`src/design/bbf_pkg.sv`:
```
// Shared types and constants for the box blur filter.
package bbf_pkg;

    localparam int CH_W   = 8;
    localparam int SUM_W  = 18;
    localparam int AREA_W = 10;
    localparam int DIV_CW = 5;
    localparam int CFG_IW = 2;
    localparam int CFG_DW = 13;

    localparam logic [CFG_IW-1:0] REG_IMAGE_WIDTH  = 2'd0;
    localparam logic [CFG_IW-1:0] REG_IMAGE_HEIGHT = 2'd1;
    localparam logic [CFG_IW-1:0] REG_X_RADIUS     = 2'd2;
    localparam logic [CFG_IW-1:0] REG_Y_RADIUS     = 2'd3;

    typedef enum logic [2:0] {
        ST_IDLE,
        ST_ACC,
        ST_FLUSH,
        ST_LOAD,
        ST_DIV,
        ST_OUT
    } state_t;

    typedef struct packed {
        logic accept;
        logic rd_en;
        logic div_load;
        logic div_step;
        logic j_adv;
    } cmd_t;

    typedef struct packed {
        logic has_out;
        logic last_tap;
        logic div_last;
        logic j_last;
    } status_t;

endpackage

```
`src/design/bbf_ctrl.sv`:
```
// Sequencer for the box blur filter: item intake, window sweep, divide, result.
module bbf_ctrl (
    input  logic             clk,
    input  logic             rst_n,
    input  logic             in_valid,
    input  logic             out_ready,
    input  bbf_pkg::status_t status,
    output bbf_pkg::cmd_t    cmd,
    output logic             in_ready,
    output logic             out_valid
);
    import bbf_pkg::*;

    state_t state_reg, state_next;

    always_ff @(posedge clk or negedge rst_n)
    begin
        if (!rst_n)
        begin
            state_reg <= ST_IDLE;
        end
        else
        begin
            state_reg <= state_next;
        end
    end

    always_comb
    begin
        state_next = state_reg;
        cmd        = '0;
        in_ready   = 1'b0;
        out_valid  = 1'b0;
        case (state_reg)
            ST_IDLE:
            begin
                in_ready = 1'b1;
                if (in_valid)
                begin
                    cmd.accept = 1'b1;
                    if (status.has_out)
                    begin
                        state_next = ST_ACC;
                    end
                end
            end
            ST_ACC:
            begin
                cmd.rd_en = 1'b1;
                if (status.last_tap)
                begin
                    state_next = ST_FLUSH;
                end
            end
            ST_FLUSH:
            begin
                state_next = ST_LOAD;
            end
            ST_LOAD:
            begin
                cmd.div_load = 1'b1;
                state_next   = ST_DIV;
            end
            ST_DIV:
            begin
                cmd.div_step = 1'b1;
                if (status.div_last)
                begin
                    state_next = ST_OUT;
                end
            end
            ST_OUT:
            begin
                out_valid = 1'b1;
                if (out_ready)
                begin
                    if (status.j_last)
                    begin
                        state_next = ST_IDLE;
                    end
                    else
                    begin
                        cmd.j_adv  = 1'b1;
                        state_next = ST_ACC;
                    end
                end
            end
            default:
            begin
                state_next = ST_IDLE;
            end
        endcase
    end

endmodule

```
`config.mk`:
```
export PLATFORM = sky130hd
export DESIGN_NAME = bbf_ctrl
export DESIGN_NICKNAME = d
export VERILOG_FILES = /design/src/design/bbf_pkg.sv /design/src/design/bbf_ctrl.sv
export SDC_FILE = /design/constraint.sdc
export NUM_CORES = 1
export LEC_CHECK = 0
export ABC_AREA = 1
export BUFFER_PORTS_ARGS = -buffer_cell sky130_fd_sc_hd__buf_2
export CAP_MARGIN = 20
export CORE_AREA = 2 2 39 41
export DETAILED_ROUTE_END_ITERATION = 10
export DIE_AREA = 0 0 41 43
export HOLD_SLACK_MARGIN = 0.05
export PLACE_DENSITY_LB_ADDON = 0.08
export SLEW_MARGIN = 5
export SYNTH_ARGS = -nofsm -noshare
export SYNTH_HDL_FRONTEND = slang
export SYNTH_SLANG_ARGS = --single-unit
```
`constraint.sdc`:
```
create_clock -name clk -period 1.4 [get_ports clk]
set_input_delay 0.21 -clock clk [delete_from_list [all_inputs] [get_ports clk]]
set_output_delay 0.21 -clock clk [all_outputs]
set_load 0.01 [all_outputs]
```
* After elaboration in Yosys (flattened, before gate mapping)
Index checks and enable logic that the tools add are counted.
Storage, ports and cells: input port bits 8, logic and storage cells 30, flip-flop bits (word level) 3, output and inout bits 7
Operators by class: mux-type cells 17, reductions and logical operators 2, equal/unequal tests 10
Operators by type and width (number):
- 3-bit case mux with 6 select lines | 1
- 3-bit 2-to-1 mux | 5
- 1-bit 2-to-1 mux | 11
- 2-bit != test, second input constant | 5
- 3-bit by 2-bit == test with 1-bit output, second input constant | 2
- 3-bit == test, second input constant | 2
- 5-bit AND reduction | 1
- 3-bit by 1-bit == test with 1-bit output, second input constant | 1
- 3-bit logical NOT | 1

* Depth between registers and ports, before layout
Gate-level depths: netlist of the first run.
word-level depth 3, gate-level depth with buffers 8

* Least setup slack after synthesis of the first run
No wires, ideal clock.
kind flip-flop to output port, from register state_reg[2], to output port cmd[0] (netlist name), arrival 0.901 ns, cell stages (with the launch flop) 6, buffers on the path 1, setup slack 0.289 ns, required time 1.190 ns, cells stage by stage dfrtp_1 buf_2 nand3_1 inv_1 nand2_1 nor2_1
RTL lines:
- start: declaration | line bbf_ctrl.sv:14 | state_t state_reg, state_next;
- start signal: assignment | line bbf_ctrl.sv:24 | state_reg <= state_next;
- end: declaration | line bbf_ctrl.sv:8 | output bbf_pkg::cmd_t cmd,

==> flow_summary.yaml, run 1 <==
hold_path:
  hold_class: "in2async"
synth:
  netlist_area_sq_um: 280
  syn_nets: 60
  synth_warnings: 0
  ys_seq_area_share_pct: 26.8
  synth_cells: 52
  synth_cell_types: 11
  ys_seq_elements: 3
  syn_area_per_cell_sq_um: 5.39
setup_path:
  rr_endpoint: "state_reg[2]"
  r2r_setup_slack_ps: 130
  critPathArrivalTime_ps: 1190
  critPathLaunchType: "flip-flop"
  cp-end-kind: "output pin"
  path_class: "reg2out"
  rr_worst_depth: 8
  worstPathMaxFanout: 4
  crit_required_ps: 1190
  rr_startpoint: "state_reg[1]"
timing:
  fin_skew_ps: 2.09
  maxSlewViolCount: 0
  hold_viol_final: 0
  fin_crit_ps: 1400
  tightest_slew_ps: 154
  period_share_pct: 100
  finalWorstSetupSlack_ps: -0.819
  setup-tns-final_ps: -0.819
  rsz0062_at_grt: "true"
  fmax_mhz: 714
  relSlewSlack_pct: 89.7
  setup_violations: 1
power:
  p_per_area_mw_per_mm2: 1980
  p_leak_nw: 0.307
  vdd_ir_drop_max_mv: 0.634
run:
  cap_violations: 0
cts:
  cts_sinks: 3
  cts_max_level: 1
  cts_buffers: 3
  cts_tree: "yes"
  cts_root_buffer: "clkbuf_4"
  clkTransAtPathRegs_ps: 40
  clockBufferDepth: 2
  clk-insertion-delay-late_ps: 230
detailed_routing:
  dr_total_vias: 353
  via_per_inst: 3.88
  ant_nets: 0
  drc: 0
  wirelength_um: 743
  firstDrtPassIters: 2
  drtIter0Drc: 3
  routedWlPerCell_um: 8.16
placement:
  dp.cells: 81
  place_congestion: 0.737
  io_buffers: 14
  dp_hpwl_um: 581
floorplanning:
  core_area_sq_mm: 0.00138
  die_h_um: 43
  ios: 15
  dieArea_sq_mm: 0.00176
  start_util_pct: 20.3
  die_w_um: 41
  rows: 14
global_route:
  grt_max_degree: 9
  antenna_found_initial: 0
  grt.overflow.total: 0
  grt_util_all_layers_pct: 10.3
  grt_pass1_vias: 300
  grt_pass1_wl_mm: 1.21
layout:
  final_nets: 84
  largest_register_ffs: 3
  stdcell_count: 91
  drive_gt1_share_pct: 45.3
  area.growth.synth_to_final_pct: 66.1
  antennaDiodeCount: 0
outcome:
  violations: "setup timing"
  outcome: "finished with violations"
stage by stage:
| stage | hold slack, ps | total power, mW | utilization, % | cell area, sq um | worst slack (ps) |
|---|---|---|---|---|---|
| 2_1_floorplan | -85.6 | 0.502 | - | 280 | 289 |
| 3_5_place_dp | 9.81 | 0.631 | 26.4 | 365 | 202 |
| 6_report | 301 | 0.919 | 33.6 | 465 | -0.819 |
| 5_1_grt | 322 | 1.04 | 33.6 | 465 | -71.1 |
| 4_1_cts | 296 | 0.797 | 29.1 | 403 | -17.0 |
| 3_3_place_gp | 9.09 | 0.642 | 26.4 | 365 | 175 |
power breakdown:
| part | switching, mW | total (mW) | internal, mW |
|---|---|---|---|
| sequential | 0.0599 | 0.193 | 0.134 |
| combinational | 0.308 | 0.572 | 0.265 |
| clock | 0.0467 | 0.154 | 0.107 |
| total | 0.414 | 0.919 | 0.505 |
final cells by class:
cell class                      count  area (sq um)
Clock buffer                        4          26.3
Tap cell                           16          20.0
Inverter                           14          52.6
Fill cell                         165           918
Multi-Input combinational cell     34           160
Timing Repair Buffer               20           128
Sequential cell                     3          78.8
logic make-up (layout without fill, tap and decap cells):
| group | count (synthesis) | count (layout) | synth area share, % |
|---|---|---|---|
| buffers and inverters | 15 | 38 | 20.5 |
| flip-flops | 3 | 3 | 26.8 |
| AO/OA/AOI/OAI | 1 | 1 | 1.78 |
| AND/OR/NAND/NOR | 33 | 33 | 50.9 |
Yosys cell counts:
cell type / n / area share, %
nor2_2: 2 / 4.5
nand2_1: 14 / 19
nand2_2: 1 / 2.2
nand3b_1: 1 / 2.7
nand3_1: 6 / 11
inv_1: 13 / 17
inv_2: 1 / 1.3
nor2_1: 9 / 12
buf_2: 1 / 1.8
dfrtp_1: 3 / 27
o21ai_0: 1 / 1.8
worst max-delay path, cell delays in order, from the launching register on:
cell and delay (ps):
dfrtp_2 410, buf_6 130, nor2_4 140, nand2_2 70, nor2_1 70, buf_2 130
worst max-delay path by stage:
stage,cells past startpoint,to,from
final,5,cmd[4],state_reg[1]
after global routing,5,cmd[4],state_reg[1]
after CTS,4,cmd[4],state_reg[0]
after detailed placement,5,cmd[0],state_reg[2]
after global placement,5,cmd[0],state_reg[2]
after floorplan,5,cmd[0],state_reg[2]
layout by cell type, fill, tap and decap left out:
cell type / count
buf_2: 13
nand2_1: 11
inv_1: 11
nor2_1: 9
nand3_1: 6
nand2_2: 4
buf_4: 4
inv_2: 3
clkbuf_4: 3
dfrtp_2: 3
buf_6: 2
nor2_4: 1
nor2_2: 1
nand3b_1: 1
o21ai_0: 1
clkbuf_1: 1
dlygate4sd3_1: 1
timing repair:
action,in CTS,in global routing
pin swaps,0,2
hold buffers,1,0
setup buffers,0,5
endpoints found under the hold margin,3,0
gates cloned,0,0
resized for setup,1,10
endpoints found under the setup margin,2,4
per-layer routing:
metal	track usage (%)	vias up	part of all wire (%)
met5	0	-	0
met4	2.00	0	0
met3	6.28	0	7.7
met2	14.7	14	46
met1	13.1	144	46
li1	-	195	-
Power figures use the tool's default switching activity.
==> run 2: changes to the inputs <==
SETUP_SLACK_MARGIN = 0.4   (was default)
==> flow_summary.yaml, run 2 (same netlist as run 1, synthesis figures left out) <==
run:
  cap_violations: 0
floorplanning:
  dieArea_sq_mm: 0.00176
  ios: 15
  core_area_sq_mm: 0.00138
  rows: 14
  die_h_um: 43
  die_w_um: 41
  start_util_pct: 20.3
global_route:
  grt_max_degree: 9
  grt_pass1_wl_mm: 1.14
  grt_pass1_vias: 314
  grt_util_all_layers_pct: 9.66
  antenna_found_initial: 0
  grt.overflow.total: 0
detailed_routing:
  dr_total_vias: 361
  wirelength_um: 686
  via_per_inst: 3.88
  routedWlPerCell_um: 7.38
  ant_nets: 0
  drc: 0
  drtIter0Drc: 4
  firstDrtPassIters: 3
hold_path:
  hold_class: "in2async"
layout:
  final_nets: 86
  fin_area_sq_um: 509
  largest_register_ffs: 3
  final_cell_mix: "buf_2 (13), nand2_1 (10), inv_1 (10)"
  antennaDiodeCount: 0
  drive_gt1_share_pct: 54.5
  mostFrequentLayoutCell: "buf_2"
  area.growth.synth_to_final_pct: 81.7
  fill_cells: 163
timing:
  rsz0062_at_grt: "true"
  period_share_pct: 93.6
  hold_viol_final: 0
  fin_crit_ps: 1310
  setup_violations: 0
  maxSlewViolCount: 0
  fin_skew_ps: 1.27
  fmax_mhz: 763
  setup-tns-final_ps: 0
  tightest_slew_ps: 147
  relSlewSlack_pct: 90.1
cts:
  cts_max_level: 1
  clockBufferDepth: 2
  cts_tree: "yes"
  cts_root_buffer: "clkbuf_4"
  cts_sinks: 3
  cts_buffers: 3
  clkTransAtPathRegs_ps: 40
  clk-insertion-delay-late_ps: 230
setup_path:
  cp_slowest_stage_delay_ps: 430
  worstPathMaxFanout: 4
  critPathLaunchType: "flip-flop"
  cp_top_family: "flip-flops"
  crit_required_ps: 1190
  cpMaxStageDelayCell: "dfrtp_2"
  critPathArrivalTime_ps: 1100
  cp_common_cell: "inv_2"
  cp-end-kind: "output pin"
  cp_cell_sequence: "inv_2 > nand3_2 > inv_2 > nand2_4 > nor2_4 > buf_6"
  critPathBufInv: 3
  path_class: "reg2out"
outcome:
  outcome: "completed"
power:
  p_per_area_mw_per_mm2: 1910
  vdd_ir_drop_max_mv: 0.660
  p_leak_nw: 0.325
placement:
  place_congestion: 0.729
  dp_hpwl_um: 556
  io_buffers: 14
  placed_area_sq_um: 383
==> run 2: changes by cell type in the layout (fill, tap and decap cells not counted), sizes merged <==
| cell | previous run | this run |
|---|---|---|
| buf | 19 | 21 |
==> run 2: path summary, 6_finish.rpt <==
check                      slack [ps]  depth (start not counted)    startpoint      endpoint
max                                90                          6  state_reg[1]        cmd[0]
min                               300                          2         rst_n  state_reg[2]
max reg2reg                       160                          8  state_reg[1]  state_reg[0]
min reg2reg                       650                          3  state_reg[1]  state_reg[1]
max in group asynchronous         980                          2         rst_n  state_reg[0]
min in group clk                  320                          4     out_ready  state_reg[2]
==> run 2: power breakdown <==
part	switching [mW]	internal (mW)	total [mW]
sequential	0.0705	0.134	0.204
clock	0.0415	0.107	0.148
combinational	0.320	0.300	0.620
==> run 2: timing repair <==
item                       4_1_cts  5_1_grt
buffers inserted                 6        1
hold endpoints to repair         3        0
hold buffers                     1        0
gates resized for setup         10        4
setup endpoints to repair       10       10
pin swaps                        7        6
==> run 2: routing by layer <==
layer	up-vias	global-route usage, %	share of wire (%)
li1	201	-	-
met1	154	10.4	44
met2	6	15.3	52
met3	0	4.71	3.6
met4	0	4.00	0
met5	-	0	0
==> run 2: area by class of cell <==
type,instances,area [sq um],area share [%]
clock buffer,4,26.3,5.16
inverter,14,52.6,10.3
multi-input combinational,34,185,36.4
sequential,3,78.8,15.5
tap,16,20.0,3.93
timing repair buffer,22,146,28.7
==> run 2: stage by stage <==
| stage | instances | hold WS [ps] | util [%] | power [mW] | setup WS, ps |
|---|---|---|---|---|---|
| after global routing | 93 | 293 | 36.8 | 1.08 | 24.8 |
| final | 93 | 304 | 36.8 | 0.973 | 89.1 |
| after CTS | 92 | 296 | 35.5 | 0.948 | 62.0 |
| after floorplan | 52 | -85.6 | - | 0.525 | 366 |
| after detailed placement | 81 | 7.15 | 27.7 | 0.644 | 216 |
| after global placement | 81 | 8.48 | 27.7 | 0.663 | 194 |
==> run 3: changes to the inputs <==
clock period = 1.6 ns   (was 1.4 ns; I/O delays follow)
==> flow_summary.yaml, run 3 (same netlist as run 1, synthesis figures left out) <==
timing:
  maxSlewViolCount: 0
  hold_ws_ps: 331
  tightest_slew_ps: 175
  relSlewSlack_pct: 88.3
  fin_skew_ps: 1.70
  fin_crit_ps: 1380
  period_share_pct: 86.3
  rsz0062_at_grt: "true"
  setup_violations: 0
  finalWorstSetupSlack_ps: 220
  fmax_mhz: 725
  hold_viol_final: 0
  setup-tns-final_ps: 0
global_route:
  grt.overflow.total: 0
  grt_use_met3_pct: 6.28
  grt_pass1_wl_mm: 1.45
  met2_usage_pct: 19.4
  gr-usage-met1_pct: 14.4
  grt_pass1_vias: 358
  grt_util_all_layers_pct: 12.2
  busiest_layer: "met2"
  grt_max_degree: 7
  antenna_found_initial: 0
cts:
  cts_tree: "yes"
  clockBufferDepth: 2
  cts_buffers: 3
  cts_max_level: 1
  cts_root_buffer: "clkbuf_4"
  clk-insertion-delay-late_ps: 230
  cts_sinks: 3
  clkTransAtPathRegs_ps: 40
setup_path:
  path_class: "reg2out"
  worstPathMaxFanout: 4
  rr_startpoint: "state_reg[1]"
  critPathLaunchType: "flip-flop"
  critPathArrivalTime_ps: 1140
  crit_start: "state_reg[1]"
  crit_required_ps: 1360
  cp-end-kind: "output pin"
layout:
  largest_register_ffs: 3
  final_cell_mix: "buf_2 (13), nand2_1 (11), inv_1 (11)"
  fill_cells: 152
  fin_area_sq_um: 532
  area.growth.synth_to_final_pct: 89.7
  antennaDiodeCount: 0
  final_nets: 89
  mostFrequentLayoutCell: "buf_2"
  drive_gt1_share_pct: 53.8
floorplanning:
  core_area_sq_mm: 0.00138
  ios: 15
  rows: 14
  start_util_pct: 20.3
  die_w_um: 41
  die_h_um: 43
  dieArea_sq_mm: 0.00176
hold_path:
  hold_class: "in2async"
detailed_routing:
  drc: 0
  drtIter0Drc: 6
  via_per_inst: 4.09
  wirelength_um: 861
  ant_nets: 0
  routedWlPerCell_um: 8.97
  dr_total_vias: 393
  firstDrtPassIters: 4
power:
  finalPower_mw: 0.893
  p_per_area_mw_per_mm2: 1680
  p_leak_nw: 0.333
  vdd_ir_drop_max_mv: 0.581
placement:
  placed_area_sq_um: 365
  dp_hpwl_um: 581
  dp_worst_setup_slack_ps: 372
  io_buffers: 14
  place_congestion: 0.737
outcome:
  outcome: "completed"
run:
  cap_violations: 0
-- run 3: changes by cell type in the layout (fill, tap and decap cells not counted) --
| cell | previous run | this run |
|---|---|---|
| nand2_4 | 1 | 0 |
| inv_2 | 4 | 3 |
| nand3_4 | 0 | 1 |
| inv_1 | 10 | 11 |
| nand3_2 | 1 | 0 |
| buf_4 | 5 | 8 |
| nand2_1 | 10 | 11 |
-- run 3: metal layers --
metal | vias to the layer above | wire length, um
li1 | 206 | -
met1 | 174 | 383
met2 | 13 | 422
met3 | 0 | 55
met4 | 0 | 0
met5 | - | 0
-- run 3: power by group --
group	switching (mW)	internal (mW)
combinational	0.290	0.279
clock	0.0408	0.0936
sequential	0.0725	0.117
total	0.403	0.489
-- run 3: final cells by class --
cell class / count / area (sq um) / area share, %
clock buffers: 4 / 26.3 / 4.94
inverters: 14 / 52.6 / 9.88
multi-input cells: 34 / 185 / 34.8
flip-flops and latches: 3 / 78.8 / 14.8
well taps: 16 / 20.0 / 3.76
repair buffers: 25 / 169 / 31.8
-- run 3: worst paths after layout --
kind                                 to  slack, ps  depth (start not counted)
max                              cmd[0]        220                          6
min                        state_reg[0]        330                          2
max reg2reg                state_reg[0]        350                          9
min reg2reg                state_reg[0]        600                          2
max in group asynchronous  state_reg[2]       1150                          2
min in group clk           state_reg[2]        360                          4
-- run 3: worst max-delay path: stages (launching register included) --
cell     delay (ps)
dfrtp_2         430
inv_2            90
nand3_4          70
inv_2            70
nand2_2          50
nor2_1           70
buf_2           130
-- run 3: metrics by stage --
stage	cells	utilization, %
finish	96	38.4
global route	96	38.4
CTS	93	34.4
detailed placement	81	26.4
global placement	81	26.4
floorplan	52	-
-- run 3: what timing repair did --
action / in CTS / in global routing
pin swaps: 1 / 6
hold buffers: 1 / 0
setup buffers: 7 / 3
setup endpoints to repair: 7 / 10
endpoints found under the hold margin: 3 / 0
resized for setup: 10 / 8
